===== config.mk =====
export PLATFORM = sky130hd
export DESIGN_NAME = chroma_key_range_blend
export DESIGN_NICKNAME = d
export VERILOG_FILES = /design/src/design/ckrb_pkg.sv /design/src/design/ckrb_front.sv /design/src/design/ckrb_queue.sv /design/src/design/ckrb_back.sv /design/src/design/chroma_key_range_blend.sv
export VERILOG_INCLUDE_DIRS = /design/src /design/src/design
export SDC_FILE = /design/constraint.sdc
export NUM_CORES = 2
export LEC_CHECK = 0
export BUFFER_PORTS_ARGS = -buffer_cell sky130_fd_sc_hd__buf_2
export CAP_MARGIN = 25
export CORE_UTILIZATION = 59
export CTS_CLUSTER_DIAMETER = 100
export CTS_CLUSTER_SIZE = 40
export DETAILED_ROUTE_END_ITERATION = 10
export MAX_ROUTING_LAYER = met4
export PLACE_DENSITY = 0.77
export SLEW_MARGIN = 10
export SYNTH_ARGS = -nofsm -noshare
export SYNTH_HDL_FRONTEND = slang
export SYNTH_SLANG_ARGS = --single-unit

===== constraint.sdc =====
create_clock -name clk -period 11 [get_ports clk]
set_input_delay 2.2 -clock clk [delete_from_list [all_inputs] [get_ports clk]]
set_output_delay 2.2 -clock clk [all_outputs]
set_load 0.01 [all_outputs]

===== src/design/chroma_key_range_blend_macros.svh =====
// Assertion macros shared by the chroma keyer modules.
`ifndef CHROMA_KEY_RANGE_BLEND_MACROS_SVH
`define CHROMA_KEY_RANGE_BLEND_MACROS_SVH
`ifndef SYNTHESIS
`define CKRB_ASSERT_IMPLY(label, clk, rst_n, cond, expr) \
	label: assert property (@(posedge clk) disable iff (!rst_n) (cond) |-> (expr)) \
		else $error("ckrb assertion failed");
`define CKRB_ASSERT_NEXT(label, clk, rst_n, cond, expr) \
	label: assert property (@(posedge clk) disable iff (!rst_n) (cond) |=> (expr)) \
		else $error("ckrb assertion failed");
`else
`define CKRB_ASSERT_IMPLY(label, clk, rst_n, cond, expr)
`define CKRB_ASSERT_NEXT(label, clk, rst_n, cond, expr)
`endif
`endif


===== src/design/ckrb_pkg.sv =====
// Shared types and constants for the chroma keyer.
package ckrb_pkg;

	localparam int PIX_W = 24;
	localparam int CH_W = 8;
	localparam int TOL_W = 7;
	localparam int CKRB_QUEUE_DEPTH = 2;
	localparam logic [TOL_W-1:0] CKRB_TOL_RESET = 7'd30;

	// Decision taken by the front end for one pixel
	localparam logic [1:0] KIND_CAMERA = 2'd0;
	localparam logic [1:0] KIND_BACKDROP = 2'd1;
	localparam logic [1:0] KIND_BLEND = 2'd2;

	typedef struct packed {
		logic [1:0] kind;
		logic [PIX_W-1:0] raw;
		logic [PIX_W-1:0] bg;
		logic [CH_W-1:0] m1;
		logic [CH_W-1:0] t2;
	} ckrb_item_t;

endpackage


===== src/design/ckrb_front.sv =====
// Front end: accept pixels, blur, measure key distance and classify.
`include "chroma_key_range_blend_macros.svh"
module ckrb_front (
	input  logic clk,
	input  logic arst_n,
	input  logic in_valid,
	output logic in_ready,
	input  logic [ckrb_pkg::PIX_W-1:0] camera_pixel,
	input  logic [ckrb_pkg::PIX_W-1:0] backdrop_pixel,
	input  logic [ckrb_pkg::PIX_W-1:0] key_low_pixel,
	input  logic [ckrb_pkg::PIX_W-1:0] key_high_pixel,
	input  logic frame_start,
	input  logic [ckrb_pkg::TOL_W-1:0] key_tolerance,
	input  logic q_full,
	output logic push,
	output ckrb_pkg::ckrb_item_t item
);
	import ckrb_pkg::*;

	logic [PIX_W-1:0] prev_q;
	logic [CH_W-1:0] dist_ch [3];
	logic [CH_W-1:0] d01;
	logic [CH_W-1:0] d_max;
	logic [TOL_W-1:0] tol;
	logic [8:0] two_d;
	logic [8:0] one_t;
	logic [8:0] three_t;
	logic [8:0] m1_wide;

	assign in_ready = !q_full;
	assign push = in_valid && in_ready;

	// A tolerance of zero behaves as one
	assign tol = (key_tolerance == '0) ? TOL_W'(1) : key_tolerance;

	always_comb begin
		logic [CH_W-1:0] prev_c;
		logic [CH_W-1:0] blur_c;
		logic [CH_W-1:0] lo_c;
		logic [CH_W-1:0] hi_c;
		for (int c = 0; c < 3; c++) begin
			prev_c = frame_start ? '0 : prev_q[c*CH_W +: CH_W];
			blur_c = {1'b0, prev_c[CH_W-1:1]} + {1'b0, camera_pixel[c*CH_W+1 +: CH_W-1]};
			lo_c = key_low_pixel[c*CH_W +: CH_W];
			hi_c = key_high_pixel[c*CH_W +: CH_W];
			if (blur_c < lo_c) begin
				dist_ch[c] = lo_c - blur_c;
			end else if (blur_c > hi_c) begin
				dist_ch[c] = blur_c - hi_c;
			end else begin
				dist_ch[c] = '0;
			end
		end
	end

	assign d01 = (dist_ch[1] > dist_ch[0]) ? dist_ch[1] : dist_ch[0];
	assign d_max = (dist_ch[2] > d01) ? dist_ch[2] : d01;

	assign two_d = {d_max, 1'b0};
	assign one_t = {2'b00, tol};
	assign three_t = {2'b00, tol} + {1'b0, tol, 1'b0};
	assign m1_wide = two_d - one_t;

	always_comb begin
		item.raw = camera_pixel;
		item.bg = backdrop_pixel;
		item.t2 = {tol, 1'b0};
		item.m1 = '0;
		if (two_d > three_t) begin
			item.kind = KIND_CAMERA;
		end else if (two_d < one_t) begin
			item.kind = KIND_BACKDROP;
		end else begin
			item.kind = KIND_BLEND;
			item.m1 = m1_wide[CH_W-1:0];
		end
	end

	// Blur history: last accepted raw pixel
	always_ff @(posedge clk or negedge arst_n) begin
		if (!arst_n) begin
			prev_q <= '0;
		end else if (push) begin
			prev_q <= camera_pixel;
		end
	end

	`CKRB_ASSERT_IMPLY(a_blend_weight, clk, arst_n, item.kind == KIND_BLEND, item.m1 <= item.t2)

endmodule


===== src/design/ckrb_queue.sv =====
// Short transaction queue between the front and back ends.
`include "chroma_key_range_blend_macros.svh"
module ckrb_queue #(
	parameter int DEPTH = ckrb_pkg::CKRB_QUEUE_DEPTH
) (
	input  logic clk,
	input  logic arst_n,
	input  logic push,
	input  ckrb_pkg::ckrb_item_t wr_item,
	output logic full,
	input  logic pop,
	output ckrb_pkg::ckrb_item_t rd_item,
	output logic empty
);
	import ckrb_pkg::*;

	localparam int PTR_W = (DEPTH > 1) ? $clog2(DEPTH) : 1;
	localparam int CNT_W = $clog2(DEPTH + 1);

	ckrb_item_t mem_q [DEPTH];
	logic [PTR_W-1:0] wr_ptr_q;
	logic [PTR_W-1:0] rd_ptr_q;
	logic [CNT_W-1:0] count_q;

	assign full = (count_q == CNT_W'(DEPTH));
	assign empty = (count_q == '0);
	assign rd_item = mem_q[rd_ptr_q];

	always_ff @(posedge clk) begin
		if (push) begin
			mem_q[wr_ptr_q] <= wr_item;
		end
	end

	always_ff @(posedge clk or negedge arst_n) begin
		if (!arst_n) begin
			wr_ptr_q <= '0;
			rd_ptr_q <= '0;
			count_q <= '0;
		end else begin
			if (push) begin
				wr_ptr_q <= (wr_ptr_q == PTR_W'(DEPTH - 1)) ? '0 : wr_ptr_q + 1'b1;
			end
			if (pop) begin
				rd_ptr_q <= (rd_ptr_q == PTR_W'(DEPTH - 1)) ? '0 : rd_ptr_q + 1'b1;
			end
			case ({push, pop})
				2'b10: count_q <= count_q + 1'b1;
				2'b01: count_q <= count_q - 1'b1;
				default: count_q <= count_q;
			endcase
		end
	end

	`CKRB_ASSERT_NEXT(a_pop_drains, clk, arst_n, pop && !push, count_q == $past(count_q) - 1'b1)

endmodule


===== src/design/ckrb_back.sv =====
// Back end: pass or blend pixels, exact divide by 2t, output register.
`include "chroma_key_range_blend_macros.svh"
module ckrb_back (
	input  logic clk,
	input  logic arst_n,
	input  logic q_empty,
	output logic pop,
	input  ckrb_pkg::ckrb_item_t item,
	output logic out_valid,
	input  logic out_ready,
	output logic [ckrb_pkg::PIX_W-1:0] composited_pixel
);
	import ckrb_pkg::*;

	localparam logic [2:0] B_IDLE = 3'd0;
	localparam logic [2:0] B_MUL = 3'd1;
	localparam logic [2:0] B_ADD = 3'd2;
	localparam logic [2:0] B_DIV = 3'd3;
	localparam logic [2:0] B_DONE = 3'd4;

	logic [2:0] state_q;
	logic [2:0] cnt_q;
	ckrb_item_t work_q;
	logic [2*CH_W-1:0] pa_q [3];
	logic [2*CH_W-1:0] pb_q [3];
	logic [CH_W-1:0] rem_q [3];
	logic [CH_W-1:0] low_q [3];
	logic out_valid_q;
	logic [PIX_W-1:0] pix_q;
	logic slot_free;
	logic direct_load;
	logic done_load;
	logic [CH_W-1:0] w_bg;
	logic [2*CH_W-1:0] num [3];
	logic [CH_W:0] trial [3];
	logic take [3];

	assign slot_free = !out_valid_q || out_ready;
	assign pop = (state_q == B_IDLE) && !q_empty && ((item.kind == KIND_BLEND) || slot_free);
	assign direct_load = pop && (item.kind != KIND_BLEND);
	assign done_load = (state_q == B_DONE) && slot_free;
	assign w_bg = work_q.t2 - work_q.m1;

	always_comb begin
		for (int c = 0; c < 3; c++) begin
			num[c] = pa_q[c] + pb_q[c];
			trial[c] = {rem_q[c], low_q[c][CH_W-1]};
			take[c] = (trial[c] >= {1'b0, work_q.t2});
		end
	end

	always_ff @(posedge clk or negedge arst_n) begin
		if (!arst_n) begin
			state_q <= B_IDLE;
			cnt_q <= '0;
			out_valid_q <= 1'b0;
		end else begin
			case (state_q)
				B_IDLE: begin
					if (pop && (item.kind == KIND_BLEND)) begin
						state_q <= B_MUL;
					end
				end
				B_MUL: state_q <= B_ADD;
				B_ADD: begin
					state_q <= B_DIV;
					cnt_q <= '0;
				end
				B_DIV: begin
					cnt_q <= cnt_q + 1'b1;
					if (cnt_q == 3'd7) begin
						state_q <= B_DONE;
					end
				end
				B_DONE: begin
					if (slot_free) begin
						state_q <= B_IDLE;
					end
				end
				default: state_q <= B_IDLE;
			endcase
			if (direct_load || done_load) begin
				out_valid_q <= 1'b1;
			end else if (out_ready) begin
				out_valid_q <= 1'b0;
			end
		end
	end

	always_ff @(posedge clk) begin
		if (pop) begin
			work_q <= item;
		end
		if (direct_load) begin
			case (item.kind)
				KIND_CAMERA: pix_q <= item.raw;
				KIND_BACKDROP: pix_q <= item.bg;
				default: pix_q <= item.bg;
			endcase
		end else if (done_load) begin
			pix_q <= {low_q[2], low_q[1], low_q[0]};
		end
		for (int c = 0; c < 3; c++) begin
			if (state_q == B_MUL) begin
				pa_q[c] <= {{CH_W{1'b0}}, work_q.raw[c*CH_W +: CH_W]} *
					{{CH_W{1'b0}}, work_q.m1};
				pb_q[c] <= {{CH_W{1'b0}}, work_q.bg[c*CH_W +: CH_W]} *
					{{CH_W{1'b0}}, w_bg};
			end
			if (state_q == B_ADD) begin
				// Numerator stays below 256*2t, so the top byte is a valid start remainder
				rem_q[c] <= num[c][2*CH_W-1:CH_W];
				low_q[c] <= num[c][CH_W-1:0];
			end
			if (state_q == B_DIV) begin
				rem_q[c] <= take[c] ? CH_W'(trial[c] - {1'b0, work_q.t2}) : trial[c][CH_W-1:0];
				low_q[c] <= {low_q[c][CH_W-2:0], take[c]};
			end
		end
	end

	assign out_valid = out_valid_q;
	assign composited_pixel = pix_q;

	`CKRB_ASSERT_IMPLY(a_rem_below_divisor, clk, arst_n, state_q == B_DIV, (rem_q[0] < work_q.t2) && (rem_q[1] < work_q.t2) && (rem_q[2] < work_q.t2))
	`CKRB_ASSERT_NEXT(a_blend_starts, clk, arst_n, pop && (item.kind == KIND_BLEND), state_q == B_MUL)

endmodule


===== src/design/chroma_key_range_blend.sv =====
// Top level of the chroma keyer with soft edge.
//
//   port group     dir   width   handshake
//   cfg_*          in    7       cfg_we, no wait  (key tolerance)
//   in_* pixels    in    97      in_valid / in_ready
//   out pixel      out   24      out_valid / out_ready
//
// Pixels that resolve to camera or backdrop pass at one per cycle when the output and back end are free.
// A blended pixel holds the back end through pop, multiply, add and
// eight steps of the three-lane restoring divider, then the output load.
// The queue lets the front end keep accepting while a blend is in progress.
// Reset clears the tolerance to 30, the blur history to zero and the queue.
// A stalled output holds its pixel; the front stalls only when the queue is full.
`include "chroma_key_range_blend_macros.svh"
module chroma_key_range_blend #(
	parameter int QUEUE_DEPTH = ckrb_pkg::CKRB_QUEUE_DEPTH
) (
	input  logic clk,
	input  logic arst_n,
	input  logic cfg_we,
	input  logic [ckrb_pkg::TOL_W-1:0] cfg_wdata,
	input  logic in_valid,
	output logic in_ready,
	input  logic [ckrb_pkg::PIX_W-1:0] camera_pixel,
	input  logic [ckrb_pkg::PIX_W-1:0] backdrop_pixel,
	input  logic [ckrb_pkg::PIX_W-1:0] key_low_pixel,
	input  logic [ckrb_pkg::PIX_W-1:0] key_high_pixel,
	input  logic frame_start,
	output logic out_valid,
	input  logic out_ready,
	output logic [ckrb_pkg::PIX_W-1:0] composited_pixel
);
	import ckrb_pkg::*;

	// Key tolerance register; the user must write it only while the block is idle, which the block does not enforce
	logic [TOL_W-1:0] tol_q;

	// Front to queue
	logic push;
	logic q_full;
	ckrb_item_t wr_item;

	// Queue to back
	logic pop;
	logic q_empty;
	ckrb_item_t rd_item;

	always_ff @(posedge clk or negedge arst_n) begin
		if (!arst_n) begin
			tol_q <= CKRB_TOL_RESET;
		end else if (cfg_we) begin
			tol_q <= cfg_wdata;
		end
	end

	// Classify each accepted transaction and advance the blur history
	ckrb_front u_front (
		.clk            (clk),
		.arst_n         (arst_n),
		.in_valid       (in_valid),
		.in_ready       (in_ready),
		.camera_pixel   (camera_pixel),
		.backdrop_pixel (backdrop_pixel),
		.key_low_pixel  (key_low_pixel),
		.key_high_pixel (key_high_pixel),
		.frame_start    (frame_start),
		.key_tolerance  (tol_q),
		.q_full         (q_full),
		.push           (push),
		.item           (wr_item)
	);

	// Decouple classification from the multi-cycle blend
	ckrb_queue #(
		.DEPTH (QUEUE_DEPTH)
	) u_queue (
		.clk     (clk),
		.arst_n  (arst_n),
		.push    (push),
		.wr_item (wr_item),
		.full    (q_full),
		.pop     (pop),
		.rd_item (rd_item),
		.empty   (q_empty)
	);

	// Select or blend, then hold the result until taken
	ckrb_back u_back (
		.clk              (clk),
		.arst_n           (arst_n),
		.q_empty          (q_empty),
		.pop              (pop),
		.item             (rd_item),
		.out_valid        (out_valid),
		.out_ready        (out_ready),
		.composited_pixel (composited_pixel)
	);

endmodule


; ---- Yosys cells after proc, flatten, opt, wreduce, memory -nomap -nowiden
; Memories as Yosys holds them, arrays and structs flattened.
; Cells that the tools add are included.
[word_totals]
regBits = 130
mem_bits_rw = 274
input_bits = 109
memories = 5
[mem_list]
columns = name, words, word_bits, rd, rd_ports_with_merged_regs, write_ports, line_no
row1 = u_queue.mem_q, 2, 65, 1, 0, 1, ckrb_queue.sv:20  ; ckrb_item_t mem_q [DEPTH];
row2 = u_back.pa_q, 3, 16, 3, 0, 3, ckrb_back.sv:24  ; logic [2*CH_W-1:0] pa_q [3];
row3 = u_back.pb_q, 3, 16, 3, 0, 3, ckrb_back.sv:25  ; logic [2*CH_W-1:0] pb_q [3];
row4 = u_back.low_q, 3, 8, 3, 0, 3, ckrb_back.sv:27  ; logic [CH_W-1:0] low_q [3];
row5 = u_back.rem_q, 3, 8, 3, 0, 3, ckrb_back.sv:26  ; logic [CH_W-1:0] rem_q [3];
[classes]
n_addsub = 23
mul = 6
order_cmp = 13
n_eq_ne = 13
mux = 46
bitwise_logic = 6
reduce_logical = 21
[op_table]
columns = operator, n
row1 = 2-to-1 mux 8 bit, 22
row2 = multiplier 8 x 8 -> 16 bit, 6
row3 = subtractor 8 bit, 10
row4 = 2-to-1 mux 24 bit, 3
row5 = adder 16 bit, 3
row6 = > comparator 8 bit, 5
row7 = >= comparator 9 x 8 -> 1 bit, 3
row8 = adder 7 x 7 -> 8 bit, 3
row9 = less-than comparator 8 bit, 3
row10 = case mux 3 bit (5 select lines), 1
row11 = 2-to-1 mux 1 bit, 12
row12 = adder 7 x 8 -> 9 bit, 1
row13 = > comparator 9 bit, 1
row14 = less-than comparator 9 x 7 -> 1 bit, 1
row15 = 2-to-1 mux 3 bit, 3
row16 = nonzero test 2 bit, 4
row17 = subtractor 8 x 7 -> 8 bit, 1
row18 = zero test 7 bit, 1
row19 = 2-to-1 mux 7 bit, 1
row20 = == test 2 bit (second input constant), 3
row21 = == test 3 x 2 -> 1 bit (second input constant), 2
row22 = == test 3 bit (second input constant), 2
row23 = logical AND 1 bit, 6
row24 = bitwise OR 1 bit, 6
row25 = 16 further kinds, 25

; ---- Longest topological paths before layout
[depth]
depth_word = 12
depth_mapped = 42
depth_no_buf = 39

; ---- By module
; From an unflattened synthesis, not the netlist that was laid out.
[hier_totals]
cells_unflattened = 3453
area_unflattened_um2 = 36017.0
[by_module_without_submodules]
columns = mod, n_inst, cells_per_inst, area_each_um2
row1 = ckrb_back, 1, 2442, 24571.1
row2 = ckrb_front, 1, 775, 6089.6
row3 = ckrb_queue, 1, 221, 5059.9
row4 = chroma_key_range_blend, 1, 15, 296.5

; ---- Worst setup path before layout
; OpenSTA, ideal clock, no wires.
[synth_timing]
path_type = input -> register
start = in frame_start
end = mem u_queue.mem_q[0][14] (netlist name), data pin
setup_ps = 273
t_arrival_ps = 9831
slack_ps = 896
cell_stages = 38
cell_sequence = clkbuf_1 nor2b_1 ha_1 fa_1 a21o_1 a21oi_1 o21bai_1 a21oi_1 xnor2_1 inv_1 ha_1 nand4_1 nor3_1 o32a_1 buf_2 nor2_1 inv_1 o31ai_1 (+2 left out) nand2_1 a22o_1 clkbuf_1 mux2_2 ha_1 nor2b_1 o211ai_1 a211oi_1 or2_2 clkbuf_1 mux2_2 ha_1 a21o_1 a21oi_1 nand2b_1 or4_1 a31oi_1 nor4b_2
[synth_rtl]
columns = element, line_no
row1 = from (decl), chroma_key_range_blend.sv:28  ; input logic frame_start,
row2 = to (decl), ckrb_queue.sv:20

==> out/metrics.sh <==
TIGHTEST_SLEW_PS=1010
TIMING.FINAL.CRIT_PERIOD_PS=10230
FLOORPLAN.DIE.HEIGHT_UM=242
TIMING.CRITICAL_PATH.FROM_TYPE='primary input'
FINAL-HOLD-VIOLATION-COUNT=0
REPORT.FINAL.SETUP_VIOL=0
GRT_OVERFLOW=0
PWR-SHARE-COMB=0.671
CRIT_PATH_TOP_DELAY_CELL='or3b_4'
WL_PER_CELL_UM=20.2
TIMING.CRITICAL_PATH.FANOUT_MAX=14
ROUTED_VIA_DENSITY=5.83
DRT-INITIAL-DRC-COUNT=1524
HOLDPATHSTAGES=2
FIN_SETUP_TNS_PS=0
MOSTFREQUENTLAYOUTCELL='inv_1'
GRT_ANTENNA_BEFORE_REPAIR=2
CLOCK_INSERTION_DELAY_AT_THE_LATER_PIN_OF_THE_SKEW_REPORT_PS=590
PLACEMENTROWS=87
TIMING.MAX_CAP.VIOLATIONS=0
PIN_COUNT=135
DRCVIOLATIONCOUNT=0
TIMING.SETUP.CRITICAL_PATH_CLASS='in -> reg'
HTREE_LEVELS=1
P_LEAK_nW=16.4
UNREPAIRED_SETUP_ENDPOINTS_AFTER_GLOBAL_ROUTING='no'
SEQPWRFRAC=0.244
POST_ROUTE_CELLS_DRIVE_ABOVE_1_SHARE=0.0971
SYNTH_FLOP_TYPE='edfxtp_1'
CTS_BUFFERS=20
NUMBER_OF_DETAILED_ROUTE_ITERATIONS_IN_THE_FIRST_PASS=5
REGTOREGSTARTPOINT='u_front.prev_q[9]$_DFFE_PN0P_'
SYNTH_CELL_TYPES=75
LAYOUT_COMMON_CELLS='447 x inv_1, 394 x ha_1, 361 x edfxtp_1, 286 x nand2_1, 234 x fa_1'
POSTCTSSETUPBUFFERS=0
DATA_ARRIVAL_TIME_AT_THE_WORST_SLACK_ENDPOINT_PS=10570
NETSWITCHINGFRACTION=0.461
CTSRESIZECOUNT=0
HOLD-PATH-ENDPOINT='u_back.cnt_q[2]$_DFFE_PN0N_'
WORST_EP_REQUIRED_TIME_PS=11340
ANTENNA_LEFT=0
DIE_WIDTH_UM=242
SYNTH-WARNING-COUNT=0
TIMING.FINAL.MAX_SLEW_VIOLATIONS=0
SYNTH.AVG_CELL_AREA_UM2=10.4
TRITONCTS_NUM_SINKS=400
TIMING.REG2REG.SETUP_SLACK_PS=2160
POSTROUTEWIRELENGTH_MM=83.6
FF_TO_FF_END='u_queue.mem_q[1][11]$_DFFE_PP_'
CRIT_PATH_MAX_INCR_DELAY_PS=490
CLOCK_POWER_SHARE=0.085
SYN_INST=3263
FP.DIEAREA_MM2=0.0587
DETAILEDPLACE.WORSTSLACK_PS=169
STARTING_DENSITY=0.601
MAX_CLOCK_FREQ_MHz=97.7
CTS.PATH.MAX_BUFFERS=3
SYNTH-EDFF-COUNT=361
SYNTHTOLAYOUTAREAGROWTH_PCT=7.24
RUN_STATUS='completed'
R2R_CELLS=36
POSTSYNTHREGISTERBITS=400
CTS.ROOT.BUFFER_CELL='clkbuf_16'
POST_CTS_HOLD_BUFFER_COUNT=0
SYN-NUM-NETS=4000
GRT_PASS1_VIAS=25600
POWERDENSITY_mW_PER_MM2=318
GPL.FINAL_WEIGHTED_CONGESTION=0.910
INTERNAL-POWER_mW=6.27
GRT_PASS1_WL_MM=134
TIMING.SLEW.HEADROOM=0.327
WORSTHOLDSTART='u_back.cnt_q[2]$_DFFE_PN0N_'
CTS_TREE='yes'
ASYNC_RESET_FF_FRAC=0.0975
HPWLAFTERDP_MM=65.1
IO_BUFFER_COUNT=134
FINAL_WORST_PATH_SETUP_SLACK_PS=766
CLOCK-SKEW-FINAL_PS=31.8
NNETSFINAL=4112
NETSWITCHINGPOWER_mW=5.36
ROUTED-VIA-COUNT=24200
GRT_START_MAX_NET_PINS=66
POST_SYNTH_INSTANCE_AREA_MM2=0.0341
GRT_USE_TOTAL=0.299
IR_DROP_uV=398
CORE-AREA_MM2=0.0567
FINAL_CYCLE_UTILIZATION_OF_THE_CRITICAL_PATH=0.930
SETUP.WORST_PATH.END_CLASS='flip-flop'
PATH_CLK_SLEW_PS=130
MIN_PATH_TYPE='reg -> reg'
YS_SEQ_AREA_FRAC=0.347
-- worst max-delay path, delay by kind of cell --
family / cells / cell delay [ps]
AOI/OAI and AO/OA: 13 / 3190
xor gates and xnor gates: 1 / 200
adders and majority gates: 5 / 1590
and+or+nand+nor: 13 / 2770
buffers and inverters: 6 / 610
-- cells in the mapped netlist (22+ instances only) --
cell	n	area, um2
nand2b_1	31	194
fa_1	234	4680
nor2_1	156	586
a21oi_1	122	611
mux2_2	92	1040
nor3_1	44	220
dfrtp_1	35	876
and2_1	227	1420
inv_1	448	1680
ha_1	394	4930
xnor2_1	110	963
clkbuf_1	67	251
nand2_1	287	1080
edfxtp_1	361	10800
a21boi_0	29	218
mux2i_1	34	340
a21o_1	38	285
o21ai_0	152	761
xor2_1	39	342
or3_1	22	138
nor2b_1	67	419
-- stage by stage --
stage                     power (mW)  area [um2]  hold WS, ps   util  instances
after floorplan                 8.71       34100          443      -       3263
after global placement          10.3       35700          453  0.629       4106
after detailed placement        10.6       35700          484  0.629       4106
after CTS                       11.7       36500          508  0.643       4142
after global routing            12.7       36500          528  0.644       4146
final                           11.6       36500          506  0.644       4146
-- cell type report --
type	count	area, um2
tap	756	946
clock inverter	12	253
antenna	1	2.50
inverter	448	1680
multi-input combinational	2337	20300
timing repair buffer	168	958
fill	4428	20200
sequential	400	11800
clock buffer	24	558
-- layer usage --
metal | part of all wire | up-vias | global-route usage
li1 | - | 11400 | -
met1 | 0.41 | 11900 | 0.367
met2 | 0.49 | 761 | 0.511
met3 | 0.064 | 152 | 0.0368
met4 | 0.035 | 0 | 0.0975
met5 | 0 | - | -
-- how the worst max path moves through the flow --
stage                start                        endpoint
4_1_cts        frame_start  u_queue.mem_q[0][11]$_DFFE_PP_
3_3_place_gp   frame_start  u_queue.mem_q[0][11]$_DFFE_PP_
6_report       frame_start  u_queue.mem_q[1][11]$_DFFE_PP_
5_1_grt        frame_start  u_queue.mem_q[0][63]$_DFFE_PP_
3_5_place_dp   frame_start  u_queue.mem_q[0][11]$_DFFE_PP_
2_1_floorplan  frame_start  u_queue.mem_q[0][14]$_DFFE_PP_
-- power by group through the flow --
| stage | clock (mW) | combinational [mW] | sequential (mW) |
|---|---|---|---|
| 2_1_floorplan | 0 | 5.94 | 2.78 |
| 3_3_place_gp | 0 | 7.49 | 2.85 |
| 3_5_place_dp | 0 | 7.74 | 2.87 |
| 4_1_cts | 1.01 | 7.81 | 2.84 |
| 5_1_grt | 1.06 | 8.73 | 2.88 |
| 6_report | 0.990 | 7.80 | 2.84 |
-- state kept, by name, indices dropped and copies added, names as in the netlist --
register,count
u_back.state_q,3
u_back.work_q,63
u_back.rem_q,24
u_queue.rd_ptr_q,1
u_queue.count_q,2
u_back.composited_pixel,24
u_front.prev_q,21
u_queue.wr_ptr_q,1
u_back.pb_q,48
u_back.out_valid,1
u_queue.mem_q,130
u_back.low_q,24
u_back.cnt_q,3
u_back.pa_q,48
tol_q,7
-- cell families (layout without fill, tap and decap cells) --
logic type,Yosys count,in the layout,share of synthesized area
adder cells (fa/ha/maj),629,629,0.283
XOR/XNOR,149,149,0.0383
AND/OR/NAND/NOR,920,920,0.137
AO/OA/AOI/OAI,513,513,0.0971
buffers and inverters,526,652,0.0580
multiplexers,126,126,0.0404
other,0,1,0
flip-flops,400,400,0.347
Note: power is estimated with default switching activity, not from simulation.
